$ cat config.mk
export PLATFORM = sky130hd
export DESIGN_NAME = tempo_arpeggiator
export DESIGN_NICKNAME = d
export VERILOG_FILES = /design/src/hw/rtl/tarp_pkg.sv /design/src/hw/rtl/tempo_arpeggiator.sv
export SDC_FILE = /design/constraint.sdc
export NUM_CORES = 1
export LEC_CHECK = 0
export BUFFER_PORTS_ARGS = -buffer_cell sky130_fd_sc_hd__buf_4
export CAP_MARGIN = 10
export CORE_MARGIN = 4
export CORE_UTILIZATION = 55
export CTS_CLUSTER_DIAMETER = 50
export DETAILED_ROUTE_END_ITERATION = 16
export PLACE_DENSITY = 0.74
export RECOVER_POWER = 100
export SLEW_MARGIN = 10
export SYNTH_ARGS = -nofsm -noshare
export SYNTH_HDL_FRONTEND = slang
export SYNTH_SLANG_ARGS = --single-unit
$ cat constraint.sdc
create_clock -name clk -period 4.2 [get_ports clk]
set_input_delay 0.84 -clock clk [delete_from_list [all_inputs] [get_ports clk]]
set_output_delay 0.84 -clock clk [all_outputs]
set_load 0.005 [all_outputs]
$ cat src/hw/rtl/tarp_pkg.sv
`timescale 1ns / 1ps

package tarp_pkg;

  localparam int MaxNotesDefault = 8;
  localparam int CapLimit        = 12;

  localparam int NoteW = 7;
  localparam int VelW  = 7;
  localparam int MsW   = 8;
  localparam int BpmW  = 9;
  localparam int AccW  = 10;
  localparam int PcW   = 5;

  localparam int BpmMin       = 20;
  localparam int BpmMax       = 300;
  localparam int BpmReset     = 120;
  localparam int MsPerMinute  = 60000;
  localparam int StepsPerBeat = 4;
  localparam int StepReset    = (MsPerMinute / BpmReset) / StepsPerBeat;

  localparam int DivW    = 16;
  localparam int DivCntW = 5;

  typedef logic [PcW-1:0] pc_t;

  localparam logic [1:0] OP_LOAD  = 2'd0;
  localparam logic [1:0] OP_START = 2'd1;
  localparam logic [1:0] OP_TICK  = 2'd2;
  localparam logic [1:0] OP_STOP  = 2'd3;

  localparam logic [1:0] PAT_BLOCK  = 2'd0;
  localparam logic [1:0] PAT_UP     = 2'd1;
  localparam logic [1:0] PAT_DOWN   = 2'd2;
  localparam logic [1:0] PAT_UNUSED = 2'd3;

  localparam logic CFG_TEMPO   = 1'b0;
  localparam logic CFG_PATTERN = 1'b1;

  typedef enum logic [2:0] {
    COND_TRUE,
    COND_PLAYING,
    COND_TOTAL_ZERO,
    COND_PAT_BLOCK,
    COND_PAT_DOWN,
    COND_IDX_LAST,
    COND_ACC_LT_STEP,
    COND_FULL
  } cond_t;

  typedef enum logic [3:0] {
    DP_NONE,
    DP_IDX_CLR,
    DP_IDX_INC,
    DP_STOP_CLR,
    DP_APPEND,
    DP_START,
    DP_POS_LAST,
    DP_ACC_ADD,
    DP_ACC_SUB,
    DP_POS_ADV
  } dp_t;

  typedef enum logic [1:0] {
    LAST_NO,
    LAST_YES,
    LAST_IDX,
    LAST_ACC
  } last_t;

  typedef struct packed {
    logic  emit;
    logic  on;
    last_t last_sel;
    logic  addr_pos;
    dp_t   dp;
    cond_t cond;
    logic  inv;
    logic  done;
    pc_t   target;
  } uword_t;

  localparam pc_t PC_DONE       = 5'd0;
  localparam pc_t PC_LOAD       = 5'd1;
  localparam pc_t PC_LOAD_CLR   = 5'd2;
  localparam pc_t PC_LOAD_OFF   = 5'd3;
  localparam pc_t PC_LOAD_RST   = 5'd4;
  localparam pc_t PC_LOAD_CHK   = 5'd5;
  localparam pc_t PC_LOAD_APP   = 5'd6;
  localparam pc_t PC_STOP       = 5'd7;
  localparam pc_t PC_STOP_CLR   = 5'd8;
  localparam pc_t PC_STOP_OFF   = 5'd9;
  localparam pc_t PC_STOP_RST   = 5'd10;
  localparam pc_t PC_START      = 5'd11;
  localparam pc_t PC_START_CHK  = 5'd12;
  localparam pc_t PC_START_INIT = 5'd13;
  localparam pc_t PC_START_DIR  = 5'd14;
  localparam pc_t PC_START_LAST = 5'd15;
  localparam pc_t PC_START_ONE  = 5'd16;
  localparam pc_t PC_START_BLK  = 5'd17;
  localparam pc_t PC_TICK       = 5'd18;
  localparam pc_t PC_TICK_PAT   = 5'd19;
  localparam pc_t PC_TICK_ADD   = 5'd20;
  localparam pc_t PC_TICK_LOOP  = 5'd21;
  localparam pc_t PC_TICK_OFF   = 5'd22;
  localparam pc_t PC_TICK_ADV   = 5'd23;
  localparam pc_t PC_TICK_ON    = 5'd24;

  function automatic uword_t uw(input logic emit, input logic on, input last_t last_sel,
                                input logic addr_pos, input dp_t dp, input cond_t cond,
                                input logic inv, input logic done, input pc_t target);
    uword_t w;
    w.emit     = emit;
    w.on       = on;
    w.last_sel = last_sel;
    w.addr_pos = addr_pos;
    w.dp       = dp;
    w.cond     = cond;
    w.inv      = inv;
    w.done     = done;
    w.target   = target;
    return w;
  endfunction

  function automatic uword_t ucode_rom(input pc_t pc);
    uword_t w;
    unique case (pc)
      PC_DONE:       w = uw(1'b0, 1'b0, LAST_NO,  1'b0, DP_NONE,     COND_TRUE,        1'b1,
                            1'b1, PC_DONE);
      PC_LOAD:       w = uw(1'b0, 1'b0, LAST_NO,  1'b0, DP_NONE,     COND_PLAYING,     1'b1,
                            1'b0, PC_LOAD_CHK);
      PC_LOAD_CLR:   w = uw(1'b0, 1'b0, LAST_NO,  1'b0, DP_IDX_CLR,  COND_TRUE,        1'b1,
                            1'b0, PC_DONE);
      PC_LOAD_OFF:   w = uw(1'b1, 1'b0, LAST_IDX, 1'b0, DP_IDX_INC,  COND_IDX_LAST,    1'b1,
                            1'b0, PC_LOAD_OFF);
      PC_LOAD_RST:   w = uw(1'b0, 1'b0, LAST_NO,  1'b0, DP_STOP_CLR, COND_TRUE,        1'b1,
                            1'b0, PC_DONE);
      PC_LOAD_CHK:   w = uw(1'b0, 1'b0, LAST_NO,  1'b0, DP_NONE,     COND_FULL,        1'b0,
                            1'b0, PC_DONE);
      PC_LOAD_APP:   w = uw(1'b0, 1'b0, LAST_NO,  1'b0, DP_APPEND,   COND_TRUE,        1'b1,
                            1'b1, PC_DONE);
      PC_STOP:       w = uw(1'b0, 1'b0, LAST_NO,  1'b0, DP_NONE,     COND_PLAYING,     1'b1,
                            1'b0, PC_DONE);
      PC_STOP_CLR:   w = uw(1'b0, 1'b0, LAST_NO,  1'b0, DP_IDX_CLR,  COND_TRUE,        1'b1,
                            1'b0, PC_DONE);
      PC_STOP_OFF:   w = uw(1'b1, 1'b0, LAST_IDX, 1'b0, DP_IDX_INC,  COND_IDX_LAST,    1'b1,
                            1'b0, PC_STOP_OFF);
      PC_STOP_RST:   w = uw(1'b0, 1'b0, LAST_NO,  1'b0, DP_STOP_CLR, COND_TRUE,        1'b1,
                            1'b1, PC_DONE);
      PC_START:      w = uw(1'b0, 1'b0, LAST_NO,  1'b0, DP_NONE,     COND_PLAYING,     1'b0,
                            1'b0, PC_DONE);
      PC_START_CHK:  w = uw(1'b0, 1'b0, LAST_NO,  1'b0, DP_NONE,     COND_TOTAL_ZERO,  1'b0,
                            1'b0, PC_DONE);
      PC_START_INIT: w = uw(1'b0, 1'b0, LAST_NO,  1'b0, DP_START,    COND_PAT_BLOCK,   1'b0,
                            1'b0, PC_START_BLK);
      PC_START_DIR:  w = uw(1'b0, 1'b0, LAST_NO,  1'b0, DP_NONE,     COND_PAT_DOWN,    1'b1,
                            1'b0, PC_START_ONE);
      PC_START_LAST: w = uw(1'b0, 1'b0, LAST_NO,  1'b0, DP_POS_LAST, COND_TRUE,        1'b1,
                            1'b0, PC_DONE);
      PC_START_ONE:  w = uw(1'b1, 1'b1, LAST_YES, 1'b1, DP_NONE,     COND_TRUE,        1'b1,
                            1'b1, PC_DONE);
      PC_START_BLK:  w = uw(1'b1, 1'b1, LAST_IDX, 1'b0, DP_IDX_INC,  COND_IDX_LAST,    1'b1,
                            1'b1, PC_START_BLK);
      PC_TICK:       w = uw(1'b0, 1'b0, LAST_NO,  1'b0, DP_NONE,     COND_PLAYING,     1'b1,
                            1'b0, PC_DONE);
      PC_TICK_PAT:   w = uw(1'b0, 1'b0, LAST_NO,  1'b0, DP_NONE,     COND_PAT_BLOCK,   1'b0,
                            1'b0, PC_DONE);
      PC_TICK_ADD:   w = uw(1'b0, 1'b0, LAST_NO,  1'b0, DP_ACC_ADD,  COND_TRUE,        1'b1,
                            1'b0, PC_DONE);
      PC_TICK_LOOP:  w = uw(1'b0, 1'b0, LAST_NO,  1'b0, DP_NONE,     COND_ACC_LT_STEP, 1'b0,
                            1'b0, PC_DONE);
      PC_TICK_OFF:   w = uw(1'b1, 1'b0, LAST_NO,  1'b1, DP_ACC_SUB,  COND_TRUE,        1'b1,
                            1'b0, PC_DONE);
      PC_TICK_ADV:   w = uw(1'b0, 1'b0, LAST_NO,  1'b0, DP_POS_ADV,  COND_TRUE,        1'b1,
                            1'b0, PC_DONE);
      PC_TICK_ON:    w = uw(1'b1, 1'b1, LAST_ACC, 1'b1, DP_NONE,     COND_TRUE,        1'b0,
                            1'b0, PC_TICK_LOOP);
      default:       w = uw(1'b0, 1'b0, LAST_NO,  1'b0, DP_NONE,     COND_TRUE,        1'b1,
                            1'b1, PC_DONE);
    endcase
    return w;
  endfunction

  function automatic pc_t entry_pc(input logic [1:0] op);
    pc_t pc;
    unique case (op)
      OP_LOAD:  pc = PC_LOAD;
      OP_START: pc = PC_START;
      OP_TICK:  pc = PC_TICK;
      OP_STOP:  pc = PC_STOP;
      default:  pc = PC_DONE;
    endcase
    return pc;
  endfunction

endpackage

$ cat src/hw/rtl/tempo_arpeggiator.sv
`timescale 1ns / 1ps

// Chord arpeggiator driven by a microcoded sequencer that executes one control word per
// cycle unless an event waits on a stalled output, and sends at most one note event per
// cycle through a single output register. After a request is accepted the sequencer
// runs a routine of its own, and the request channel stays stalled until it ends. A load
// first silences a playing chord, one note-off per sounding note, and then appends the
// note unless the chord is full. A stop silences a playing chord the same way and does
// nothing while idle. A start is ignored while playing or with an empty chord; otherwise
// it sends one note-on per note in block mode, or a single note-on in arpeggio mode (up
// from the first note, down from the last). A tick does nothing while idle or in block
// mode, and in arpeggio mode it advances one step per elapsed step length. Writing the
// tempo starts a divider that derives the step length in milliseconds; while it runs
// neither the request channel nor the configuration port accepts anything.
module tempo_arpeggiator #(
  parameter int MAX_NOTES = tarp_pkg::MaxNotesDefault
) (
  input  logic                       clk,
  input  logic                       rst_n,

  input  logic                       in_valid,
  output logic                       in_stall,
  input  logic [1:0]                 in_op,
  input  logic [tarp_pkg::NoteW-1:0] in_note_in,
  input  logic [tarp_pkg::MsW-1:0]   in_elapsed_ms,
  input  logic [tarp_pkg::VelW-1:0]  in_velocity_in,

  output logic                       out_valid,
  input  logic                       out_stall,
  output logic [tarp_pkg::NoteW-1:0] out_note_out,
  output logic                       out_note_on,
  output logic [tarp_pkg::VelW-1:0]  out_velocity_out,
  output logic                       out_last_event,

  input  logic                       cfg_valid,
  output logic                       cfg_ready,
  input  logic                       cfg_index,
  input  logic [tarp_pkg::BpmW-1:0]  cfg_data
);

  localparam int Cap  = (MAX_NOTES < tarp_pkg::CapLimit) ? MAX_NOTES : tarp_pkg::CapLimit;
  localparam int TotW = $clog2(Cap + 1);
  localparam int PosW = (Cap > 1) ? $clog2(Cap) : 1;

  localparam int NoteW = tarp_pkg::NoteW;
  localparam int VelW  = tarp_pkg::VelW;
  localparam int AccW  = tarp_pkg::AccW;
  localparam int BpmW  = tarp_pkg::BpmW;
  localparam int DivW  = tarp_pkg::DivW;
  localparam int DcW   = tarp_pkg::DivCntW;

  logic [NoteW-1:0]     notes_r [Cap];
  logic [TotW-1:0]      total_r, total_nxt;
  logic [PosW-1:0]      pos_r, pos_nxt;
  logic [PosW-1:0]      idx_r, idx_nxt;
  logic [AccW-1:0]      acc_r, acc_nxt;
  logic                 playing_r, playing_nxt;
  logic [VelW-1:0]      vel_r, vel_nxt;
  logic [1:0]           pat_r;
  logic [AccW-1:0]      step_r;

  logic                 busy_r, busy_nxt;
  tarp_pkg::pc_t        pc_r, pc_nxt;
  logic [NoteW-1:0]     note_in_r;
  logic [tarp_pkg::MsW-1:0] elapsed_r;
  logic [VelW-1:0]      vel_in_r;

  logic                 out_valid_r, out_valid_nxt;
  logic [NoteW-1:0]     out_note_r, out_note_nxt;
  logic                 out_on_r, out_on_nxt;
  logic [VelW-1:0]      out_vel_r, out_vel_nxt;
  logic                 out_last_r, out_last_nxt;

  logic [BpmW-1:0]      den_r;
  logic [BpmW-1:0]      rem_r;
  logic [DivW-1:0]      quo_r;
  logic [DcW-1:0]       div_cnt_r;
  logic                 div_busy;
  logic [BpmW:0]        trial;
  logic                 trial_ge;
  logic [DivW-1:0]      quo_new;
  logic [BpmW-1:0]      bpm_sat;

  tarp_pkg::uword_t     uw;
  logic                 cond_hit;
  logic                 take;
  logic                 hold;
  logic                 step_go;
  logic                 in_acc;
  logic                 pat_block;
  logic                 idx_last;
  logic [PosW-1:0]      pos_last;
  logic [PosW-1:0]      rd_addr;
  logic [NoteW-1:0]     rd_note;
  logic                 last_bit;

  assign div_busy  = (div_cnt_r != '0);
  assign cfg_ready = !div_busy;
  assign in_stall  = busy_r || div_busy;
  assign in_acc    = in_valid && !in_stall;

  assign out_valid        = out_valid_r;
  assign out_note_out     = out_note_r;
  assign out_note_on      = out_on_r;
  assign out_velocity_out = out_vel_r;
  assign out_last_event   = out_last_r;

  assign pat_block = (pat_r == tarp_pkg::PAT_BLOCK) || (pat_r == tarp_pkg::PAT_UNUSED);
  assign idx_last  = ((TotW'(idx_r) + TotW'(1)) == total_r);
  assign pos_last  = PosW'(total_r - TotW'(1));
  assign rd_addr   = uw.addr_pos ? pos_r : idx_r;
  assign rd_note   = notes_r[rd_addr];

  always_comb begin
    if (cfg_data < BpmW'(tarp_pkg::BpmMin)) begin
      bpm_sat = BpmW'(tarp_pkg::BpmMin);
    end else if (cfg_data > BpmW'(tarp_pkg::BpmMax)) begin
      bpm_sat = BpmW'(tarp_pkg::BpmMax);
    end else begin
      bpm_sat = cfg_data;
    end
    trial    = {rem_r, quo_r[DivW-1]};
    trial_ge = (trial >= {1'b0, den_r});
    quo_new  = {quo_r[DivW-2:0], trial_ge};
  end

  always_ff @(posedge clk) begin
    if (!rst_n) begin
      div_cnt_r <= '0;
      pat_r     <= tarp_pkg::PAT_BLOCK;
      step_r    <= AccW'(tarp_pkg::StepReset);
    end else begin
      if (cfg_valid && cfg_ready) begin
        if (cfg_index == tarp_pkg::CFG_PATTERN) begin
          pat_r <= cfg_data[1:0];
        end else begin
          div_cnt_r <= DcW'(DivW);
        end
      end else if (div_busy) begin
        div_cnt_r <= div_cnt_r - DcW'(1);
        if (div_cnt_r == DcW'(1)) begin
          step_r <= AccW'(quo_new >> $clog2(tarp_pkg::StepsPerBeat));
        end
      end
    end
  end

  always_ff @(posedge clk) begin
    if (cfg_valid && cfg_ready && (cfg_index == tarp_pkg::CFG_TEMPO)) begin
      den_r <= bpm_sat;
      rem_r <= '0;
      quo_r <= DivW'(tarp_pkg::MsPerMinute);
    end else if (div_busy) begin
      rem_r <= trial_ge ? BpmW'(trial - {1'b0, den_r}) : BpmW'(trial);
      quo_r <= quo_new;
    end
  end

  always_comb begin
    uw = tarp_pkg::ucode_rom(pc_r);

    unique case (uw.cond)
      tarp_pkg::COND_TRUE:        cond_hit = 1'b1;
      tarp_pkg::COND_PLAYING:     cond_hit = playing_r;
      tarp_pkg::COND_TOTAL_ZERO:  cond_hit = (total_r == '0);
      tarp_pkg::COND_PAT_BLOCK:   cond_hit = pat_block;
      tarp_pkg::COND_PAT_DOWN:    cond_hit = (pat_r == tarp_pkg::PAT_DOWN);
      tarp_pkg::COND_IDX_LAST:    cond_hit = idx_last;
      tarp_pkg::COND_ACC_LT_STEP: cond_hit = (acc_r < step_r);
      tarp_pkg::COND_FULL:        cond_hit = (total_r == TotW'(Cap));
      default:                    cond_hit = 1'b0;
    endcase
    take = cond_hit ^ uw.inv;

    unique case (uw.last_sel)
      tarp_pkg::LAST_NO:  last_bit = 1'b0;
      tarp_pkg::LAST_YES: last_bit = 1'b1;
      tarp_pkg::LAST_IDX: last_bit = idx_last;
      tarp_pkg::LAST_ACC: last_bit = (acc_r < step_r);
      default:            last_bit = 1'b0;
    endcase

    hold    = uw.emit && out_valid_r && out_stall;
    step_go = busy_r && !hold;

    busy_nxt    = busy_r;
    pc_nxt      = pc_r;
    total_nxt   = total_r;
    pos_nxt     = pos_r;
    idx_nxt     = idx_r;
    acc_nxt     = acc_r;
    playing_nxt = playing_r;
    vel_nxt     = vel_r;

    if (in_acc) begin
      busy_nxt = 1'b1;
      pc_nxt   = tarp_pkg::entry_pc(in_op);
    end else if (step_go) begin
      if (take) begin
        pc_nxt = uw.target;
      end else if (uw.done) begin
        busy_nxt = 1'b0;
        pc_nxt   = tarp_pkg::PC_DONE;
      end else begin
        pc_nxt = pc_r + tarp_pkg::pc_t'(1);
      end

      unique case (uw.dp)
        tarp_pkg::DP_NONE: begin
        end
        tarp_pkg::DP_IDX_CLR: begin
          idx_nxt = '0;
        end
        tarp_pkg::DP_IDX_INC: begin
          idx_nxt = idx_r + PosW'(1);
        end
        tarp_pkg::DP_STOP_CLR: begin
          playing_nxt = 1'b0;
          total_nxt   = '0;
          pos_nxt     = '0;
          acc_nxt     = '0;
        end
        tarp_pkg::DP_APPEND: begin
          total_nxt = total_r + TotW'(1);
        end
        tarp_pkg::DP_START: begin
          vel_nxt     = vel_in_r;
          playing_nxt = 1'b1;
          pos_nxt     = '0;
          idx_nxt     = '0;
          acc_nxt     = '0;
        end
        tarp_pkg::DP_POS_LAST: begin
          pos_nxt = pos_last;
        end
        tarp_pkg::DP_ACC_ADD: begin
          acc_nxt = acc_r + AccW'(elapsed_r);
        end
        tarp_pkg::DP_ACC_SUB: begin
          acc_nxt = acc_r - step_r;
        end
        tarp_pkg::DP_POS_ADV: begin
          if (pat_r == tarp_pkg::PAT_UP) begin
            pos_nxt = (pos_r == pos_last) ? '0 : pos_r + PosW'(1);
          end else begin
            pos_nxt = (pos_r == '0) ? pos_last : pos_r - PosW'(1);
          end
        end
        default: begin
        end
      endcase
    end

    out_valid_nxt = out_valid_r;
    out_note_nxt  = out_note_r;
    out_on_nxt    = out_on_r;
    out_vel_nxt   = out_vel_r;
    out_last_nxt  = out_last_r;
    if (step_go && uw.emit) begin
      out_valid_nxt = 1'b1;
      out_note_nxt  = rd_note;
      out_on_nxt    = uw.on;
      out_vel_nxt   = uw.on ? vel_r : '0;
      out_last_nxt  = last_bit;
    end else if (out_valid_r && !out_stall) begin
      out_valid_nxt = 1'b0;
    end
  end

  always_ff @(posedge clk) begin
    if (!rst_n) begin
      busy_r      <= 1'b0;
      pc_r        <= tarp_pkg::PC_DONE;
      total_r     <= '0;
      pos_r       <= '0;
      idx_r       <= '0;
      acc_r       <= '0;
      playing_r   <= 1'b0;
      vel_r       <= '0;
      out_valid_r <= 1'b0;
    end else begin
      busy_r      <= busy_nxt;
      pc_r        <= pc_nxt;
      total_r     <= total_nxt;
      pos_r       <= pos_nxt;
      idx_r       <= idx_nxt;
      acc_r       <= acc_nxt;
      playing_r   <= playing_nxt;
      vel_r       <= vel_nxt;
      out_valid_r <= out_valid_nxt;
    end
  end

  always_ff @(posedge clk) begin
    out_note_r <= out_note_nxt;
    out_on_r   <= out_on_nxt;
    out_vel_r  <= out_vel_nxt;
    out_last_r <= out_last_nxt;
    if (in_acc) begin
      note_in_r <= in_note_in;
      elapsed_r <= in_elapsed_ms;
      vel_in_r  <= in_velocity_in;
    end
    if (step_go && (uw.dp == tarp_pkg::DP_APPEND)) begin
      notes_r[total_r[PosW-1:0]] <= note_in_r;
    end
  end

  a_step_range: assert property (@(posedge clk) disable iff (!rst_n)
    !div_busy |-> (step_r >= AccW'(50)) && (step_r <= AccW'(750)))
    else $error("step length out of range");

  a_total_cap: assert property (@(posedge clk) disable iff (!rst_n)
    total_r <= TotW'(Cap))
    else $error("chord holds more notes than its capacity");

  a_playing_notes: assert property (@(posedge clk) disable iff (!rst_n)
    playing_r |-> (total_r != '0) && (TotW'(pos_r) < total_r))
    else $error("playing with an empty chord or a bad position");

  a_accept_busy: assert property (@(posedge clk) disable iff (!rst_n)
    in_acc |=> busy_r && (pc_r != tarp_pkg::PC_DONE))
    else $error("accepted request did not start a routine");

  a_emit_busy: assert property (@(posedge clk) disable iff (!rst_n)
    (out_valid_r && !$past(out_valid_r)) |-> $past(busy_r))
    else $error("event produced while the sequencer was idle");

endmodule
==> metrics.cfg <==
[cts]
numClockSinks=199
clk_path_buf_depth=2
cts_made_buffers=17
root_buffer=clkbuf_16
htree_levels=4
cts_hold_buf=0
clk_latency_ns=0.44
cts.reportedPaths.clkPinSlew_ns=0.08
cts_tree=done

[timing]
finalSetupTns_ns=0
worstMarginPinSlew_ns=1.18
slew_headroom=0.216
finClkSkew_ns=0.00825
setup_viol=0
rsz0062_at_grt=false
max_freq_ghz=0.256
period_needed_ns=3.90
hold_violations=0
slew_violations=0
period_share=0.929

[yosys]
synth_ff_type=edfxtp_1
postSynthCellCount=901
yosysWarnings=0
ys_seq_area_frac=0.515
async_reset_ff_frac=0
netlist_area_sq_um=9740
ys_ff_latch=199
syn_avg_cell_area_sq_um=10.8
synth_edf_count=103
ys_types=80
syn_nets=989

[routing]
first_pass_iters=5
antenna_left=0
route.detailed.drc=0
viasPerCell=5.72
routedWlPerCell_um=16.6
drt_iter0_drc=465
dr_total_vias=6863
wl_um=19900

[cells_and_area]
layout-drive-gt1-share=0.144
final_common_cell=edfxtp_1
multiInputGateArea_sq_um=4350
mostFrequentLayoutCells=103 x edfxtp_1, 96 x dfxtp_1, 84 x nand2_1
syn2layout_area_growth_pct=12.3
n_fill_cell=1362
n_antenna_cell=0
final_core_util=0.631
regArea_sq_um=5010
final_nets=1049

[worst_hold_path]
hold_path_class=flop to flop

[grt]
gr-usage-all-layers=0.208
grt_pass1_wl_um=33100
grt_pass1_vias=6635
overflow=0
antenna_found_initial=0
grt_max_degree=37

[floorplan]
start_util=0.561
die_area_sq_um=19900
core_sq_um=17400
die_y_um=141
io_pins=58
row_count=48
die_w_um=141

[pwr]
power_leakage_nw=4.44
ir_drop_mv=0.456
powerDensity_nw_per_um2=544
power.total_mw=5.96

[critical_path]
crit_fanout=6
critPathMaxStageDelay_ns=0.41
cp_top_family=compound AO/OA/AOI/OAI gates
crit_path_top_delay_cell=fa_1
critPathRequiredTime_ns=4.57
crit_path_frequent_cell=inv_1
crit_path_end_kind=flop
r2r_slack_ns=0.30
cp.arrival_ns=4.27
critical_path_class=flop to flop
cp_num_buf_inv=3
crit_chain=inv_1, ha_1, inv_1, fa_1, a21oi_1, o21ai_1, a311o_1, nand3_1, and2_1, mux2_2, a21oi_1, nand2b_2, inv_1, ha_1, mux2_2, a221o_1, o21ai_0
cp-start-kind=flop

[placement]
routabilityCongestion=0.865
io_buffers=57
hpwl_um=13600

[run_status]
outcome=finished clean

[flow_run]
max_cap_violations=0

registers in the layout (all words and copies together), names as in the netlist, 2 cells and up:
signal,count
div_cnt_r,5
idx_r,3
step_r,10
vel_r,7
acc_r,10
pat_r,2
notes_r,56
elapsed_r,8
out_note_out,7
total_r,4
pc_r,5
den_r,9
rem_r,9
vel_in_r,7
out_velocity_out,7
note_in_r,7
pos_r,3
uw,19
quo_r,16
routing by layer:
layer  vias to the layer above  routed length, um  track usage
li1                       3392                  -            -
met1                      3287               9070        0.287
met2                       159               9550        0.331
met3                        25                902       0.0366
met4                         0                385       0.0790
met5                         -                  0            0
report_power, final:
group / switching, mW / leakage [nW] / internal, mW / total (mW)
registers: 0.225 / 1.73 / 2.39 / 2.61
clock network: 0.799 / 0.288 / 0.797 / 1.60
logic: 1.03 / 2.42 / 0.721 / 1.75
worst reg2reg max path, cell delays in order, from the launching register on:
cell and delay [ns]:
dfxtp_1 0.33, inv_1 0.06, ha_1 0.15, inv_1 0.05, fa_1 0.41, a21oi_1 0.20
o21ai_1 0.21, a311o_1 0.40, nand3_1 0.14, and2_1 0.17, mux2_2 0.37, a21oi_1 0.17
nand2b_2 0.22, inv_1 0.11, ha_1 0.22, mux2_2 0.26, a221o_1 0.29, o21ai_0 0.08
cell usage after synthesis, types with 4 or more instances:
library cell / count / area share
clkbuf_1: 25 / 0.0096
ha_1: 46 / 0.059
o221ai_1: 4 / 0.0036
nand2_1: 83 / 0.032
buf_2: 5 / 0.0026
and2_1: 12 / 0.0077
a21o_1: 10 / 0.0077
xor2_1: 11 / 0.0099
a21oi_1: 51 / 0.026
o21ai_0: 33 / 0.017
a31oi_1: 7 / 0.0045
a22oi_1: 8 / 0.0062
a31o_2: 4 / 0.0036
nor3_1: 11 / 0.0056
a21boi_0: 4 / 0.0031
o211ai_1: 4 / 0.0031
nand3b_1: 7 / 0.0054
nor2b_1: 17 / 0.011
and3_1: 11 / 0.0071
a211oi_1: 15 / 0.012
o21bai_1: 5 / 0.0039
nand2b_1: 11 / 0.0071
dfxtp_1: 96 / 0.20
edfxtp_1: 103 / 0.32
inv_1: 49 / 0.019
mux4_2: 14 / 0.032
o211a_1: 5 / 0.0051
mux2i_1: 27 / 0.028
mux2_2: 14 / 0.016
xnor2_1: 21 / 0.019
a211o_1: 6 / 0.0054
nand4_1: 5 / 0.0032
nand3_1: 33 / 0.017
nor2_1: 75 / 0.029
worst paths after layout:
check | startpoint | end | depth (start not counted)
hold / removal | playing_r | playing_r | 2
setup reg to reg | acc_r[0] | uw[6] | 17
setup / recovery | acc_r[0] | uw[6] | 17
hold reg to reg | playing_r | playing_r | 2
final cells by class:
type                            count  area share
Clock inverter                     15      0.0146
Multi-Input combinational cell    614       0.398
Clock buffer                       17      0.0389
Inverter                           54      0.0190
Sequential cell                   199       0.458
Timing Repair Buffer               75      0.0460
Tap cell                          225      0.0257
repair_timing:
item / 4_1_cts / 5_1_grt
setup endpoints to repair: 0 / 2
buffers inserted: 0 / 0
gates resized for setup: 0 / 1
metrics by stage:
step / hold slack, ns / setup WS (ns) / instance area, sq um / cells
final: 0.456 / 0.300 / 10900 / 1199
after global routing: 0.483 / 0.0515 / 10900 / 1199
after CTS: 0.461 / 0.254 / 11000 / 1199
after detailed placement: 0.450 / 0.279 / 10400 / 1167
after global placement: 0.446 / 0.405 / 10400 / 1167
after floorplan: 0.432 / 0.602 / 9740 / 901
cells by family (layout without fill, tap and decap cells):
family                     count (synthesis)  in the layout  synth area share
xor gates and xnor gates                  33             33            0.0304
DFF                                      199            199             0.515
AOI/OAI and AO/OA                        189            189             0.134
and+or+nand+nor                          288            288             0.143
buffers and inverters                     88            161            0.0363
muxes                                     55             55            0.0763
adders and majority gates                 49             49            0.0652
(Power assumes the default switching activity.)
